==> src/hdl/swmrm_pkg.sv <==
// swmrm_pkg: shared constants and types for the sliding window median rate meter.
// Used by swmrm_cell, swmrm_divider and sliding_window_median_rate_meter_unit.
// No dependencies.
package swmrm_pkg;

  localparam int WINDOW      = 60;
  localparam int FILL_W      = $clog2(WINDOW + 1);
  localparam int STAMP_W     = 32;
  localparam int INTERVAL_W  = 16;
  localparam int FRAMES_W    = 16;
  localparam int RATE_W      = 24;
  localparam int OUT_FILL_W  = 6;
  localparam int SCALE_W     = 18;
  localparam int DIVIDEND_W  = FRAMES_W + SCALE_W;
  localparam int DIV_CNT_W   = $clog2(DIVIDEND_W + 1);

  localparam logic [SCALE_W-1:0]    RATE_SCALE     = SCALE_W'(256000);
  localparam logic [INTERVAL_W-1:0] INTERVAL_RESET = INTERVAL_W'(1000);
  localparam logic [FRAMES_W-1:0]   FRAMES_MAX     = '1;
  localparam logic [RATE_W-1:0]     RATE_MAX       = '1;

  // Broadcast to every cell of the window chain.
  typedef struct packed {
    logic              del;   // drop one entry equal to key from the sorted row
    logic              ins;   // insert key into the sorted row, push key into the age row
    logic [RATE_W-1:0] key;
  } swmrm_cmd_t;

endpackage

==> src/hdl/swmrm_cell.sv <==
// swmrm_cell: one position of the window chain. Holds one sorted rate and one
// rate in arrival order, and trades them with its neighbors.
// Depends on swmrm_pkg.
module swmrm_cell
  import swmrm_pkg::*;
(
  input  logic              clk,
  input  swmrm_cmd_t        cmd,
  input  logic              occ,          // this position holds a sorted entry
  input  logic              left_occ,
  input  logic [RATE_W-1:0] left_val,
  input  logic [RATE_W-1:0] right_val,
  input  logic [RATE_W-1:0] right_age_val,
  output logic [RATE_W-1:0] val,
  output logic [RATE_W-1:0] age_val
);

  logic [RATE_W-1:0] val_r;
  logic [RATE_W-1:0] age_val_r;
  logic              gt_own;
  logic              gt_left;
  logic              ge_own;

  // empty positions count as larger than any key
  assign gt_own  = !occ || (val_r > cmd.key);
  assign ge_own  = !occ || (val_r >= cmd.key);
  assign gt_left = !left_occ || (left_val > cmd.key);

  always_ff @(posedge clk) begin
    if (cmd.del) begin
      if (ge_own) begin
        val_r <= right_val;
      end
    end else if (cmd.ins) begin
      if (gt_own) begin
        val_r <= gt_left ? left_val : cmd.key;
      end
    end
    if (cmd.ins) begin
      age_val_r <= right_age_val;
    end
  end

  assign val     = val_r;
  assign age_val = age_val_r;

endmodule

==> config.mk <==
export PLATFORM = sky130hd
export DESIGN_NAME = swmrm_cell
export DESIGN_NICKNAME = d
export VERILOG_FILES = /design/src/hdl/swmrm_pkg.sv /design/src/hdl/swmrm_cell.sv
export SDC_FILE = /design/constraint.sdc
export NUM_CORES = 1
export LEC_CHECK = 0
export ABC_AREA = 1
export ABC_CLOCK_PERIOD_IN_PS = 5100
export BUFFER_PORTS_ARGS = -buffer_cell sky130_fd_sc_hd__buf_2
export CORE_MARGIN = 2
export CORE_UTILIZATION = 35
export DETAILED_ROUTE_END_ITERATION = 16
export HOLD_SLACK_MARGIN = 0.1
export SYNTH_ARGS = -nofsm -noshare
export SYNTH_HDL_FRONTEND = slang
export SYNTH_SLANG_ARGS = --single-unit
==> constraint.sdc <==
create_clock -name clk -period 5.1 [get_ports clk]
set_clock_uncertainty 0.05 [all_clocks]
set_input_delay 0 -clock clk [delete_from_list [all_inputs] [get_ports clk]]
set_output_delay 0 -clock clk [all_outputs]
set_load 0.03 [all_outputs]
After elaboration in Yosys (flattened, before gate mapping) --
Index checks and enable logic that the tools add are counted.
Word-level totals: output and inout port bits 48, flip-flop bits (word level) 48, word-level logic and storage cells 19
Operators by class: reduce and logical (&&, ||, !) cells 8, mux-type cells 5, eq/ne operators 1, magnitude comparators 3
Operator list (number):
- $mux 24 | 5
- $gt 24x24->1 | 2
- $ge 24x24->1 | 1
- $reduce_bool 2->1 | 2
- $logic_or 1x1->1 | 3
- $reduce_and 3->1 | 1
- $logic_not 1->1 | 2
- $ne 2x1->1 const B | 1

Longest topological paths before layout --
word-level depth 6, gate-level depth with buffers 17, gate-level depth less buffers 16

Worst setup path before layout --
Ideal clock, no wire load.
kind reg2reg, from reg val_r[19] (netlist: val[19]), to reg val_r[0] (netlist: val[0]) (enable), slack 2.426 ns, arrival time 2.243 ns, buffers on the path 0, stages on the path, launching flop included 13, setup time 0.381 ns, cells stage by stage edfxtp_1 ha_1 nand2_1 inv_1 nand3_1 or2_2 nor2_1 nand2_1 nand3_1 nand2_1 nand2_1 nand2_1 nand2_1
On the way: cells in the longest elaborated chain, start to end 4, elaborated cells between the ends (all ways) 7, those cells by class order compare (2); eq/ne (1); reduce/logical (4)
Ends and longest elaborated chain:
- start, declared | line swmrm_cell.sv:18 | logic [RATE_W-1:0] val_r;
- start signal, assigned | line swmrm_cell.sv:32 | val_r <= right_val;
- start signal, assigned | line swmrm_cell.sv:36 | val_r <= gt_left ? left_val : cmd.key;
- $ge 24x24->1 / $gt 24x24->1 (equally long branches) | line swmrm_cell.sv:26, swmrm_cell.sv:25
- $logic_or 1x1->1 (on tied branches) | line swmrm_cell.sv:26, swmrm_cell.sv:25
- $ne 2x1->1 (no line) / $reduce_bool 2->1 (equally long branches)
- $reduce_and 3->1 (no line) *
Mark *: on every way between the ends. The rest lies on a longest branch, timed or not. A chain may end at the register's enable or synchronous reset.

Final worst setup path --
from reg val_r[19] (netlist: val[19]), to reg val_r[2] (netlist: val[2]) (enable)
The elaborated chain is that of the path after synthesis.

==> summary.txt <==
Outcome
  • Outcome: complete, no violations

Placement
  • Port bufs: ~150
  • Dpl hpwl: around 7600 µm
  • # placed instances: 670
  • Placed Instance Area: ~0.0045 mm²
  • Worst slack, placed: about 2.2 ns
  • Placer Congestion: just under 0.8

Route
  • DRC Markers: 0
  • DR iter-0 viols: approximately 140
  • Detailed Route WL: slightly above 10000 µm
  • Routed len/inst: around 13 µm
  • Vias per cell: 4.54
  • Pre-antenna DRT Iters: 4
  • Detailed-route via count: around 3400
  • Post-route ant nets: 0

Power and ir drop
  • Switching Fraction: about 36%
  • Power Dens Cells: approximately 220 mW/mm²
  • Combinational Power Share: between 30 and 40%
  • Switching Power: between 0.4 and 0.5 mW
  • Reg power frac: between 40% and 50%
  • LEAKAGE: 2.77 nW
  • Power, Total: 1.19 mW
  • IR drop worst, VDD: approximately 0.11 mV
  • Internal power: about 0.77 mW
  • Clock Power Share: around a fifth

GRT
  • Largest net degree at the start of global routing: 28
  • Global route total overflow: 0
  • Initial antenna violation count: 1
  • GRT Total Usage: 17.7%
  • Vias in the first global route: approximately 3600
  • First-pass GRT wire length: 16100 µm

Yosys
  • Register area share after synthesis: between 30% and 40%
  • Synth unique cells: 26
  • Yosys top cell area share: a little under 40%
  • Yosys reg bits: 48
  • Cells after synthesis: roughly 400
  • Area of the mapped netlist: 0.00374 mm²
  • Syn Area/Cell: ~9.4 µm²
  • Post-synth net total: between 500 and 600
  • Area leader, netlist: edfxtp_1
  • Yosys Warn Count: 0
  • Ranking of synthesized cells by area: edfxtp_1, ha_1, nand2_1

Die
  • FP Rows: 37
  • Core Region: about 0.010 mm²
  • Ports: 149
  • Chip width: 107 µm
  • Area of the die: roughly 0.012 mm²
  • Starting density of the core: 36.1%
  • Die height: between 100 and 150 µm

STA
  • Setup TNS: 0 ns
  • Worst slack on hold paths: between 0.15 and 0.2 ns
  • Final hold viol count: 0
  • Fin crit share: a little under three fifths
  • Final setup viols: 0
  • Max Slew Vio Count: 0
  • Final WS setup: ~2.2 ns
  • RSZ-0062 raised after global routing: no
  • Slew @ Worst Pin: approximately 1.0 ns
  • Min cycle time layout: 2.90 ns
  • Fmax: roughly 340 MHz
  • Max-slew headroom: between 30% and 40%

Clocking
  • Post-CTS resize count: 0
  • Clock root buffer master: clkbuf_8
  • CTS Buf Count: 5
  • Postcts setup bufs: 0
  • Sink Count: 48
  • H-Tree Depth: 2
  • Clock Latency Late Sink: 0.30 ns
  • Clk slew on worst S/H paths: 0.09 ns
  • CTS max path bufs: 2
  • CTS tree: done

Cells and area
  • Nets: between 700 and 800
  • Syn-to-layout area delta: 43.1%
  • Non-Filler Instances: between 700 and 800
  • Fin area: 0.00535 mm²
  • Layout cell share with drive strength beyond 1: a little under two fifths
  • Util after Layout: between 50 and 60%
  • Fill cells: 1032

Setup path
  • Data arrival, critical path: 2.78 ns
  • Startpoint types: flop
  • Worst Path Max Fanout: 24
  • Worst EP required: ~5 ns
  • R2r worst-path depth: 12
  • CP Class: flop to flop
  • Critical path launch point: val[19]
  • CP Capture Type: flop
  • Reg-to-reg startpoint: val[19]

Hold path
  • Hold path cells: 1
  • Classification of the worst-slack hold path: input pin to flop
  • Hold_sp: cmd[24]

Run
  • Max cap viols: 0
[registers in the layout, summed over array words and instances, names as in the netlist]
signal / count
age_val: 24
val: 24
[cell usage after synthesis (all sizes together)]
cell,n
nand2,121
inv,63
nand3,56
edfxtp,48
ha,48
a21oi,17
nor2,15
clkbuf,8
nand4,5
buf,4
o21ai,4
a21o,3
or2,2
a31oi,1
nand3b,1
o21a,1
[area by class of cell]
type	instances	area [µm²]	share of cell area (%)
timing repair buffer	221	1470	27.4
multi-input combinational	274	1950	36.3
antenna	1	2.50	0.0468
clock buffer	5	68.8	1.29
sequential	48	1440	26.9
tap	136	170	3.18
clock inverter	3	18.8	0.351
inverter	63	236	4.42
[path summary, 6_finish.rpt]
| path | endpoint | slack (ns) |
|---|---|---|
| worst max-delay path | val[2] | 2.20 |
| worst min-delay path | age_val[4] | 0.16 |
| worst max register to register | val[2] | 2.20 |
| worst min register to register | val[22] | 1.63 |
[power by group through the flow]
stage	sequential (mW)	combinational, mW	clock (mW)
finish	0.504	0.461	0.224
CTS	0.504	0.466	0.231
global placement	0.511	0.401	0
detailed placement	0.513	0.408	0
global route	0.510	0.508	0.248
floorplan	0.596	0.201	0
[logic make-up (layout without fill, tap and decap cells)]
group / Yosys count / count (layout) / synth area share [%]
DFF: 48 / 48 / 38.5
other: 0 / 1 / 0
buffers and inverters: 75 / 292 / 9.43
adders and majority gates: 48 / 48 / 16.1
AOI/OAI and AO/OA: 26 / 26 / 3.78
and+or+nand+nor: 200 / 200 / 32.2
[worst max-delay path: stages, from the launching register on]
cell,delay [ns]
edfxtp_1,0.41
ha_1,0.32
nand2_1,0.05
inv_1,0.08
nand3_1,0.06
or2_2,0.31
nor2_1,0.17
nand2_1,0.08
nand3_1,0.08
nand2_1,0.05
nand2_1,0.05
nand2_1,0.05
nand2_1,0.75
[metal layers]
metal / vias to the layer above / wire length [µm] / track usage, %
met5: - / 0 / 0
met4: 0 / 242 / 5.59
met3: 17 / 383 / 2.24
met2: 77 / 5280 / 33.8
met1: 1573 / 4210 / 20.3
li1: 1743 / - / -
[timing repair]
| action | 4_1_cts | 5_1_grt |
|---|---|---|
| endpoints found under the hold margin | 48 | 0 |
| hold buffers | 72 | 0 |
| setup endpoints to repair | 0 | 0 |
[placed cells by master, fill, tap and decap left out, types with 2 or more instances in the layout]
| cell type | instances |
|---|---|
| ha_1 | 48 |
| clkbuf_8 | 5 |
| a21oi_1 | 17 |
| dlygate4sd3_1 | 72 |
| nand3_1 | 35 |
| nor2_1 | 11 |
| nand2_4 | 21 |
| inv_1 | 63 |
| o21ai_0 | 4 |
| or2_2 | 2 |
| nand2_1 | 76 |
| nand2_2 | 23 |
| nand4_1 | 4 |
| clkinvlp_4 | 2 |
| nand3_2 | 21 |
| nor2_2 | 3 |
| buf_2 | 148 |
| edfxtp_1 | 48 |
| a21o_1 | 3 |
Power figures use the tool's default switching activity.
