**config.mk**
```make
export PLATFORM = sky130hd
export DESIGN_NAME = swmrm_divider
export DESIGN_NICKNAME = d
export VERILOG_FILES = /design/src/hdl/swmrm_pkg.sv /design/src/hdl/swmrm_divider.sv
export SDC_FILE = /design/constraint.sdc
export NUM_CORES = 1
export LEC_CHECK = 0
export ABC_AREA = 1
export BUFFER_PORTS_ARGS = -buffer_cell sky130_fd_sc_hd__buf_2
export CAP_MARGIN = 20
export CORE_UTILIZATION = 24
export DETAILED_ROUTE_END_ITERATION = 10
export SYNTH_ARGS = -nofsm -noshare
export SYNTH_HDL_FRONTEND = slang
export SYNTH_SLANG_ARGS = --single-unit
```
**constraint.sdc**
```tcl
create_clock -name clk -period 5.3 [get_ports clk]
set_input_delay 0.265 -clock clk [delete_from_list [all_inputs] [get_ports clk]]
set_output_delay 0.265 -clock clk [all_outputs]
set_load 0.03 [all_outputs]
```
**src/hdl/swmrm_pkg.sv**
```systemverilog
// swmrm_pkg: shared constants and types for the sliding window median rate meter.
// Used by swmrm_cell, swmrm_divider and sliding_window_median_rate_meter_unit.
// No dependencies.
package swmrm_pkg;

  localparam int WINDOW      = 60;
  localparam int FILL_W      = $clog2(WINDOW + 1);
  localparam int STAMP_W     = 32;
  localparam int INTERVAL_W  = 16;
  localparam int FRAMES_W    = 16;
  localparam int RATE_W      = 24;
  localparam int OUT_FILL_W  = 6;
  localparam int SCALE_W     = 18;
  localparam int DIVIDEND_W  = FRAMES_W + SCALE_W;
  localparam int DIV_CNT_W   = $clog2(DIVIDEND_W + 1);

  localparam logic [SCALE_W-1:0]    RATE_SCALE     = SCALE_W'(256000);
  localparam logic [INTERVAL_W-1:0] INTERVAL_RESET = INTERVAL_W'(1000);
  localparam logic [FRAMES_W-1:0]   FRAMES_MAX     = '1;
  localparam logic [RATE_W-1:0]     RATE_MAX       = '1;

  // Broadcast to every cell of the window chain.
  typedef struct packed {
    logic              del;   // drop one entry equal to key from the sorted row
    logic              ins;   // insert key into the sorted row, push key into the age row
    logic [RATE_W-1:0] key;
  } swmrm_cmd_t;

endpackage

```
**src/hdl/swmrm_divider.sv**
```systemverilog
// swmrm_divider: restoring divider, one quotient bit per cycle.
// Depends on swmrm_pkg.
module swmrm_divider
  import swmrm_pkg::*;
(
  input  logic                  clk,
  input  logic                  rst_n,
  input  logic                  start,
  input  logic [DIVIDEND_W-1:0] dividend,
  input  logic [STAMP_W-1:0]    divisor,
  output logic                  done,
  output logic [DIVIDEND_W-1:0] quotient
);

  logic                  busy_r;
  logic                  done_r;
  logic [DIV_CNT_W-1:0]  cnt_r;
  logic [DIVIDEND_W-1:0] q_r;
  logic [STAMP_W-1:0]    rem_r;
  logic [STAMP_W-1:0]    div_r;
  logic [STAMP_W:0]      rem_sh;
  logic                  fits;

  assign rem_sh = {rem_r, q_r[DIVIDEND_W-1]};
  assign fits   = rem_sh >= {1'b0, div_r};

  always_ff @(posedge clk) begin
    if (!rst_n) begin
      busy_r <= 1'b0;
      done_r <= 1'b0;
      cnt_r  <= '0;
    end else begin
      done_r <= 1'b0;
      if (start) begin
        busy_r <= 1'b1;
        cnt_r  <= DIV_CNT_W'(DIVIDEND_W - 1);
      end else if (busy_r) begin
        cnt_r <= cnt_r - 1'b1;
        if (cnt_r == '0) begin
          busy_r <= 1'b0;
          done_r <= 1'b1;
        end
      end
    end
  end

  always_ff @(posedge clk) begin
    if (start) begin
      q_r   <= dividend;
      rem_r <= '0;
      div_r <= divisor;
    end else if (busy_r) begin
      q_r   <= {q_r[DIVIDEND_W-2:0], fits};
      rem_r <= fits ? STAMP_W'(rem_sh - {1'b0, div_r}) : rem_sh[STAMP_W-1:0];
    end
  end

  assign done     = done_r;
  assign quotient = q_r;

endmodule

```
Word-level counts from Yosys, hierarchy flattened
Cells that the tools add are included.

word-level totals
  input port bits = 69
  register bits after elaboration = 106
  logic and storage cells = 25

cells by class
  magnitude comparators = 1
  muxes and demuxes = 9
  reductions and logical operators = 4
  bitwise logic cells = 2
  $add $sub $neg = 2

operators by type and width
  cell                 count
  $mux 34              2
  $ge 33x32->1         1
  $mux 32              1
  $sub 32x32->32       1
  $mux 6               2
  $logic_not 6->1      1
  $sub 6x1->6 const B  1
  $mux 1               4
  $reduce_or 3->1      1
  $not 1->1            2
  $reduce_bool 2->1    1
  $reduce_or 2->1      1

Depth between registers and ports, before layout
Gate-level depths: netlist of the first run.

  depth in word-level cells = 4
  depth in mapped cells = 17
  mapped depth without buffers = 16

Worst setup path after synthesis of the first run
Ideal clock, no wire load.

  path kind = reg-to-reg
  start = reg busy_r
  end = reg q_r[0], in the netlist quotient[0], enable pin
  data arrival time = 1.872 ns
  data required time = 4.888 ns
  stages on the path, launching flop included = 5
  clock period less this slack = 2.285 ns
  setup slack = 3.015 ns
  cell sequence = dfxtp_1 clkbuf_1 nor2_1 inv_1 clkbuf_1

between the ends
  word-level cells in the longest chain between the ends = 1

ends and longest elaborated chain
  item                         line                 text
  from (decl)                  swmrm_divider.sv:15  logic busy_r;
  from (signal assigned)       swmrm_divider.sv:29  busy_r <= 1'b0;
  from (signal assigned)       swmrm_divider.sv:35  busy_r <= 1'b1;
  from (signal assigned)       swmrm_divider.sv:40  busy_r <= 1'b0;
  $reduce_bool 2->1 (no line)  -
  to (signal assigned)         swmrm_divider.sv:49  q_r <= dividend;
  to (signal assigned)         swmrm_divider.sv:53  q_r <= {q_r[DIVIDEND_W-2:0], fits};
  to (decl)                    swmrm_divider.sv:18  logic [DIVIDEND_W-1:0] q_r;

No other way between the ends.
A chain may end at the register's enable or synchronous reset.

Final worst setup path of the first run
  start = reg div_r[20]
  end = reg rem_r[9]

between the ends
  word-level cells in the longest chain between the ends = 2

ends and longest elaborated chain
  item                    line                 text
  from (decl)             swmrm_divider.sv:20  logic [STAMP_W-1:0] div_r;
  from (signal assigned)  swmrm_divider.sv:51  div_r <= divisor;
  $ge 33x32->1            swmrm_divider.sv:25  assign fits = rem_sh >= {1'b0, div_r};
  $mux 32                 swmrm_divider.sv:54  rem_r <= fits ? STAMP_W'(rem_sh - {1'b0, div_r}) : rem_sh[STAMP_W-1:0];
  to (signal assigned)    swmrm_divider.sv:54
  to (decl)               swmrm_divider.sv:19  logic [STAMP_W-1:0] rem_r;

No other way between the ends.

==> reports/metrics.cfg, run 1 <==
[clock_network]
clockBufferDepth=2
h-tree-depth=3
cts_sinks=106
cts_resized=0
clk_latency_ns=0.37
cts.clk_slew.worst_paths_ns=0.08
cts_made_buffers=9
cts_hold_buf=0
cts-root-buf=clkbuf_16
cts_tree=built
cts_setup_buffers=0

[placement]
dp.cells=1480
gp_congestion=0.9348
port_buffers=103
place_hpwl_um=14310

[setup_path]
crit_path_top_delay_cell=nor2_8
worst-path-stages=15
r2r_cells=15
path_class=reg2reg
crit_top_cell=nand2_1
critPathRequiredTime_ns=5.59
critPathTopFamily=simple AND/OR/NAND/NOR gates
cp-end-kind=flip-flop
path_cells=inv_1 > ha_1 > nand2_1 > inv_1 > nand2_2 > nand2_2 > nand2_1 > nand2_1 > nand2_1 > nand2_2 > nor2_8 > nand2_8 > nand2_1 > nand3_1 > o21ai_1
cp-start-kind=flip-flop
cpPeakStageDelay_ns=0.47
worstPathMaxFanout=34
critPathBufInv=2
arrival_ns=2.80

[yosys]
synthCells=1012
ys.flop_type=edfxtp_1
synth_cell_type_count=42
yosysSeqAreaShare_pct=39.43
syn_nets=1116
ys_ff_latch=106
syn_avg_cell_area_um2=6.974
ys_warn_count=0
synth_edf_count=66
netlist_area_um2=7058
async_flop_share_pct=0

[detailed_routing]
viasPerCell=4.189
post_drt_wl_per_cell_um=12.69
drc_errors=0
first_pass_iters=4
antenna_left=0
via_count=6267
postRouteWirelength_um=18990
drt_iter0_drc=397

[floorplan]
num_rows=62
floorplan.initialDensity_pct=24.52
dieArea_um2=30100
core_um2=28780
pin_count=104
fp.dieH_um=173.5
die_x_um=173.5

[cells_and_area]
final_nets=1211
final_core_utilization_pct=28.59
area_growth_pct=16.59
diodes=0
drive_above_1_share_pct=14.12
layout.cells.non_filler=1496
nFillCells=3177
most-common-layout-cells=413 x nand2_1, 180 x inv_1, 103 x buf_2
layout_commonest_cell=nand2_1

[timing]
whs_ns=0.07073
min_period_ns=2.506
rsz0062_at_grt=no
max_slew_margin_pct=58.65
worst_pin_slew_ns=0.6203
setup_tns_ns=0
finalSetupViolations=0
drv_slew=0
hold_viol=0
finalClockSkew_ns=0.01184
post-route-period-util_pct=47.28
timing.fmax_mhz=399.0

[pwr]
p_leak_nw=4.373
powerDensity_nw_per_um2=237.8
irDropWorstVdd_mv=0.1329

[global_routing]
antenna_found_initial=0
grt_max_degree=52
grt-ovfl-total=0
grt_pass1_vias=6106
grt_use_total_pct=12.92
grt_pass1_wl_um=31060

[status]
status=completed

[job]
maxCapViolCount=0

[min_path]
hold_depth=1
hp-class=in2reg

stage by stage:
step	worst slack, ns	total power, mW	instance area (um^2)
2_1_floorplan	3.015	1.193	7058
3_3_place_gp	2.790	1.303	7945
3_5_place_dp	2.783	1.304	7945
4_1_cts	2.746	1.986	8229
5_1_grt	2.519	2.055	8229
6_report	2.794	1.957	8229
worst paths after layout:
| path | startpoint | to | slack, ns |
|---|---|---|---|
| worst max register to register | div_r[20]$_DFFE_PP_ | rem_r[9]$_SDFFE_PP0P_ | 2.79 |
| worst max-delay path | div_r[20]$_DFFE_PP_ | rem_r[9]$_SDFFE_PP0P_ | 2.79 |
| worst min register to register | rem_r[17]$_SDFFE_PP0P_ | rem_r[17]$_SDFFE_PP0P_ | 0.47 |
| worst min-delay path | divisor[0] | div_r[0]$_DFFE_PP_ | 0.07 |
worst register-to-register path, delay by kind of cell (launching register included):
family	cells	cell delay [ns]
DFF	1	0.37
adders and majority gates	1	0.29
AOI/OAI and AO/OA	1	0.08
and+or+nand+nor	11	1.56
buffers and inverters	2	0.14
kinds of logic after synthesis:
kind of cell	synth area share, %
compound gates	3.687
xor+xnor	1.861
fa+ha+maj	6.311
buf+inv	12.09
flops	39.43
simple gates	36.63
layer usage:
metal	routed length [um]	part of all wire (%)	global-route usage, %	vias to the layer above
li1	-	-	-	3305
met1	9160	48	17.00	2788
met2	8413	44	20.93	163
met3	1226	6.5	3.333	11
met4	186	0.98	3.319	0
met5	0	0	0	-
where the power goes:
group	leakage [nW]	internal, mW	switching [mW]
clock	0.140	0.331	0.342
combinational	3.25	0.0996	0.218
sequential	0.984	0.939	0.0268
layout make-up:
| type | instances | area, um^2 | area share (%) |
|---|---|---|---|
| multi-input cells | 695 | 3427 | 41.65 |
| flip-flops and latches | 106 | 2783 | 33.81 |
| inverters | 187 | 701.9 | 8.530 |
| repair buffers | 108 | 553.0 | 6.720 |
| well taps | 384 | 480.5 | 5.839 |
| clock buffers | 10 | 229.0 | 2.782 |
| clock inverters | 6 | 55.05 | 0.6690 |
sequential cells by signal, indices dropped and copies added, names as in the netlist:
| register | cells |
|---|---|
| busy_r | 1 |
| done | 1 |
| quotient | 34 |
| cnt_r | 6 |
| rem_r | 32 |
| div_r | 32 |
synth_stat cells, drive strengths merged, types with 12 or more instances:
cell,count,area (um^2)
dfxtp,40,800.8
ha,34,425.4
a21oi,23,118.9
clkbuf,12,48.80
o21ai,18,90.09
nand3b,14,105.1
xnor2,14,122.6
edfxtp,66,1982
buf,12,102.6
nand2,426,1650
nand3,82,435.4
nor2,54,256.5
inv,183,686.9
(Power assumes the default switching activity.)
==> run 2: changes to the inputs <==
==> constraint.sdc (replaced) <==
create_clock -name clk -period 2.26 [get_ports clk]
set_input_delay 0.113 -clock clk [delete_from_list [all_inputs] [get_ports clk]]
set_output_delay 0.113 -clock clk [all_outputs]
set_load 0.03 [all_outputs]
==> reports/metrics.cfg, run 2 (same netlist as run 1, synthesis figures left out) <==
[timing]
post-route-period-util_pct=95.04
timing.fmax_mhz=465.6
worst_pin_slew_ns=0.8232
hold_viol=0
finalClockSkew_ns=0.02206
max_slew_margin_pct=45.06
rsz0062_at_grt=yes
finalSetupViolations=0
drv_slew=0
worst_slack_ns=0.1121
min_period_ns=2.148
whs_ns=0.01349

[floorplan]
floorplan.initialDensity_pct=24.52
num_rows=62
fp.dieH_um=173.5
dieArea_um2=30100
core_um2=28780
die_x_um=173.5
pin_count=104

[clock_network]
h-tree-depth=3
clockBufferDepth=2
clk_latency_ns=0.38
cts.clk_slew.worst_paths_ns=0.08
cts_tree=built
cts_sinks=106
cts_made_buffers=9
cts-root-buf=clkbuf_16

[cells_and_area]
layout_commonest_cell=nand2_1
final_core_utilization_pct=32.51
diodes=0
largest_reg_flops=34
final_area_um2=9358
area_growth_pct=32.58
most-common-layout-cells=394 x nand2_1, 172 x inv_1, 103 x buf_2
final_nets=1289
drive_above_1_share_pct=21.01

[detailed_routing]
viasPerCell=4.283
drt_iter0_drc=371
via_count=6742
post_drt_wl_per_cell_um=13.10
antenna_left=0
drc_errors=0
first_pass_iters=5
postRouteWirelength_um=20610

[status]
status=completed

[placement]
port_buffers=103
place_area_um2=8150
gp_congestion=0.9426
pre_cts_ws_ns=-0.01636
place_hpwl_um=15130

[min_path]
hp-class=in2reg

[global_routing]
grt-ovfl-total=0
grt_max_degree=51
grt_pass1_wl_um=32930
grt_use_total_pct=13.69
antenna_found_initial=0
grt_pass1_vias=6486

[job]
maxCapViolCount=0

[setup_path]
arrival_ns=2.41
cp-end-kind=flip-flop
worstPathMaxFanout=16
cp-start-kind=flip-flop
critPathRequiredTime_ns=2.52
path_class=reg2reg

[pwr]
powerDensity_nw_per_um2=514.4
p_leak_nw=4.762
irDropWorstVdd_mv=0.3336

-- run 2: changes by cell type in the layout (fill, tap and decap cells not counted), moves of 15 or more --
cell | previous run | this run
nand2_1 | 413 | 394
dlygate4sd3_1 | 0 | 42
buf_4 | 5 | 31
ha_4 | 0 | 15
ha_1 | 34 | 16
nand2_2 | 11 | 26
-- run 2: timing repair --
item	CTS	global route
pin swaps	0	12
gates cloned	0	2
hold buffers	42	0
resized for setup	1	84
hold endpoints to repair	43	0
setup buffers	0	8
setup endpoints to repair	2	33
-- run 2: metal layers --
metal	vias to the layer above	global-route usage [%]	share of wire (%)
li1	3472	-	-
met1	3058	18.51	48
met2	188	21.97	44
met3	24	3.026	6.2
met4	0	3.503	1.4
met5	-	0	0
-- run 2: power breakdown --
group | total, mW | internal [mW] | switching, mW
combinational | 0.906 | 0.343 | 0.563
sequential | 2.27 | 2.20 | 0.0651
clock | 1.64 | 0.783 | 0.857
-- run 2: worst paths after layout --
path | start | slack (ns) | depth (start not counted) | endpoint
max | div_r[9]$_DFFE_PP_ | 0.11 | 14 | rem_r[6]$_SDFFE_PP0P_
min | dividend[1] | 0.01 | 3 | quotient[1]$_DFFE_PP_
max reg2reg | div_r[9]$_DFFE_PP_ | 0.11 | 14 | rem_r[6]$_SDFFE_PP0P_
min reg2reg | rem_r[30]$_SDFFE_PP0P_ | 0.48 | 2 | rem_r[30]$_SDFFE_PP0P_
-- run 2: critical path: stages (launching register included) --
cell and delay (ns):
edfxtp_1 0.33, inv_1 0.05, ha_1 0.34, nand2_1 0.13, nor2_2 0.17, nand2_1 0.14
nor2_4 0.12, nand2_2 0.07, nor2_4 0.13, nor2_8 0.08, buf_12 0.14, nand2_8 0.13
nand2_1 0.08, nand3_1 0.07, o21ai_1 0.07
-- run 2: through the flow --
stage / total power, mW / instances / TNS [ns]
after floorplan: 2.796 / 1012 / 0
after global placement: 3.086 / 1506 / 0
after detailed placement: 3.092 / 1506 / -0.01636
after CTS: 4.815 / 1564 / 0
after global routing: 5.047 / 1574 / -0.008013
final: 4.814 / 1574 / 0
-- run 2: final cells by class --
class | count | area (um^2)
Fill cell | 3102 | 19420
Multi-Input combinational cell | 696 | 3780
Sequential cell | 106 | 2783
Timing Repair Buffer | 185 | 1323
Inverter | 187 | 701.9
Tap cell | 384 | 480.5
Clock buffer | 9 | 225.2
Clock inverter | 7 | 65.06
==> run 3: changes to the inputs <==
==> constraint.sdc (replaced) <==
create_clock -name clk -period 1.95 [get_ports clk]
set_input_delay 0.0975 -clock clk [delete_from_list [all_inputs] [get_ports clk]]
set_output_delay 0.0975 -clock clk [all_outputs]
set_load 0.03 [all_outputs]
==> reports/metrics.cfg, run 3 (same netlist as run 1, synthesis figures left out) <==
[pwr]
switching_power_mw=1.750
combPwrFrac_pct=22.7
intPower_mw=4.170
powerDensity_nw_per_um2=523.2
sequentialPowerShare_pct=44.5
irDropWorstVdd_mv=0.4854
p_leak_nw=5.751
switching_share_pct=29.56
clock_power_share_pct=32.9

[placement]
place_hpwl_um=16070
place_area_um2=9061
pre_cts_ws_ns=-0.2642
port_buffers=103
gp_congestion=0.9015

[global_routing]
grt_pass1_vias=7458
grt_max_degree=48
grt_pass1_wl_um=37090
antenna_found_initial=1
grt_use_total_pct=15.46
grt-ovfl-total=0

[cells_and_area]
final_nets=1450
layout_commonest_cell=nand2_1
area_growth_pct=60.31
most-common-layout-cells=346 x nand2_1, 159 x inv_1, 156 x buf_4
diodes=0
largest_reg_flops=34
final_area_um2=11310
nFillCells=2942
drive_above_1_share_pct=37.08

[setup_path]
reg2reg_slack_ns=-0.13
worstPathMaxFanout=6
cp-end-kind=flip-flop
critPathRequiredTime_ns=2.20
cp-start-kind=flip-flop
path_class=reg2reg
arrival_ns=2.33

[floorplan]
core_um2=28780
floorplan.initialDensity_pct=24.52
num_rows=62
die_x_um=173.5
fp.dieH_um=173.5
pin_count=104
dieArea_um2=30100

[timing]
rsz0062_at_grt=yes
min_period_ns=2.080
hold_viol=0
max_slew_margin_pct=72.84
timing.fmax_mhz=480.7
finalClockSkew_ns=0.01323
finalSetupViolations=33
drv_slew=0
worst_pin_slew_ns=0.4074
post-route-period-util_pct=106.7
worst_slack_ns=-0.1303

[detailed_routing]
postRouteWirelength_um=23040
antenna_left=0
drc_errors=0
drt_iter0_drc=318
viasPerCell=4.290
post_drt_wl_per_cell_um=13.28
via_count=7443
first_pass_iters=4

[clock_network]
cts.clk_slew.worst_paths_ns=0.08
cts_sinks=106
cts-root-buf=clkbuf_16
h-tree-depth=3
cts_made_buffers=9
clk_latency_ns=0.37
cts_tree=built
clockBufferDepth=2

[status]
status=complete, but fails checks
violations=setup timing

[min_path]
hp-class=in2reg

[job]
maxCapViolCount=0

==> run 3: final cells by class <==
cell class	instances	area, um^2	share of cell area, %
Multi-Input combinational cell	698	4373	38.65
Timing Repair Buffer	344	2669	23.59
Tap cell	384	480.5	4.246
Clock inverter	6	73.82	0.6524
Clock buffer	10	229.0	2.024
Inverter	187	706.9	6.248
Sequential cell	106	2783	24.59
==> run 3: power by group through the flow <==
stage	combinational (mW)	clock, mW	sequential [mW]
3_5_place_dp	1.04	0	2.67
3_3_place_gp	1.04	0	2.67
6_report	1.34	1.95	2.63
2_1_floorplan	0.431	0	2.81
4_1_cts	1.24	2.02	2.63
5_1_grt	1.46	2.11	2.65
==> run 3: final timing paths <==
path / start / endpoint / cells after the start
max: div_r[2]$_DFFE_PP_ / rem_r[0]$_SDFFE_PP0P_ / 16
min: dividend[32] / quotient[32]$_DFFE_PP_ / 3
max reg2reg: div_r[2]$_DFFE_PP_ / rem_r[0]$_SDFFE_PP0P_ / 16
min reg2reg: cnt_r[1]$_SDFFE_PP0P_ / cnt_r[1]$_SDFFE_PP0P_ / 2
==> run 3: routing by layer <==
metal / wire length (um) / up-vias / track usage, %
li1: - / 3795 / -
met2: 10880 / 183 / 26.05
met1: 10490 / 3430 / 19.20
met3: 1217 / 33 / 3.904
met5: 13 / - / 0
met4: 444 / 2 / 5.015
==> run 3: critical path, cell delays in order, from the launching register on <==
cell and delay, ns:
edfxtp_1 0.39, inv_2 0.09, ha_4 0.21, nand2_1 0.06, nand2_1 0.08, nand2_1 0.08, nand2_1 0.07, nand2_1 0.10
nand3_4 0.11, nand2_4 0.10, nand2_4 0.07, nand2_8 0.11, buf_12 0.14, buf_12 0.13, nand3_1 0.06, nand3_1 0.08
o21ai_0 0.08
==> run 3: timing repair <==
item,CTS,global route
pin swaps,55,66
hold endpoints to repair,64,0
hold buffers,62,0
resized for setup,111,116
setup buffers,24,9
cloned,5,1
endpoints found under the setup margin,33,33
==> run 3: per-stage QoR <==
stage                     util [%]  power (mW)  std cells  TNS, ns  hold WS [ns]
after global routing         39.31       6.216       1735   -6.090      0.005134
after global placement       31.48       3.709       1620   -7.004        0.2755
after CTS                    37.41       5.889       1726   -3.282     0.0001805
final                        39.31       5.920       1735   -2.916       0.01151
after floorplan                  -       3.246       1012  -0.1770        0.1964
after detailed placement     31.48       3.715       1620   -7.068        0.2758
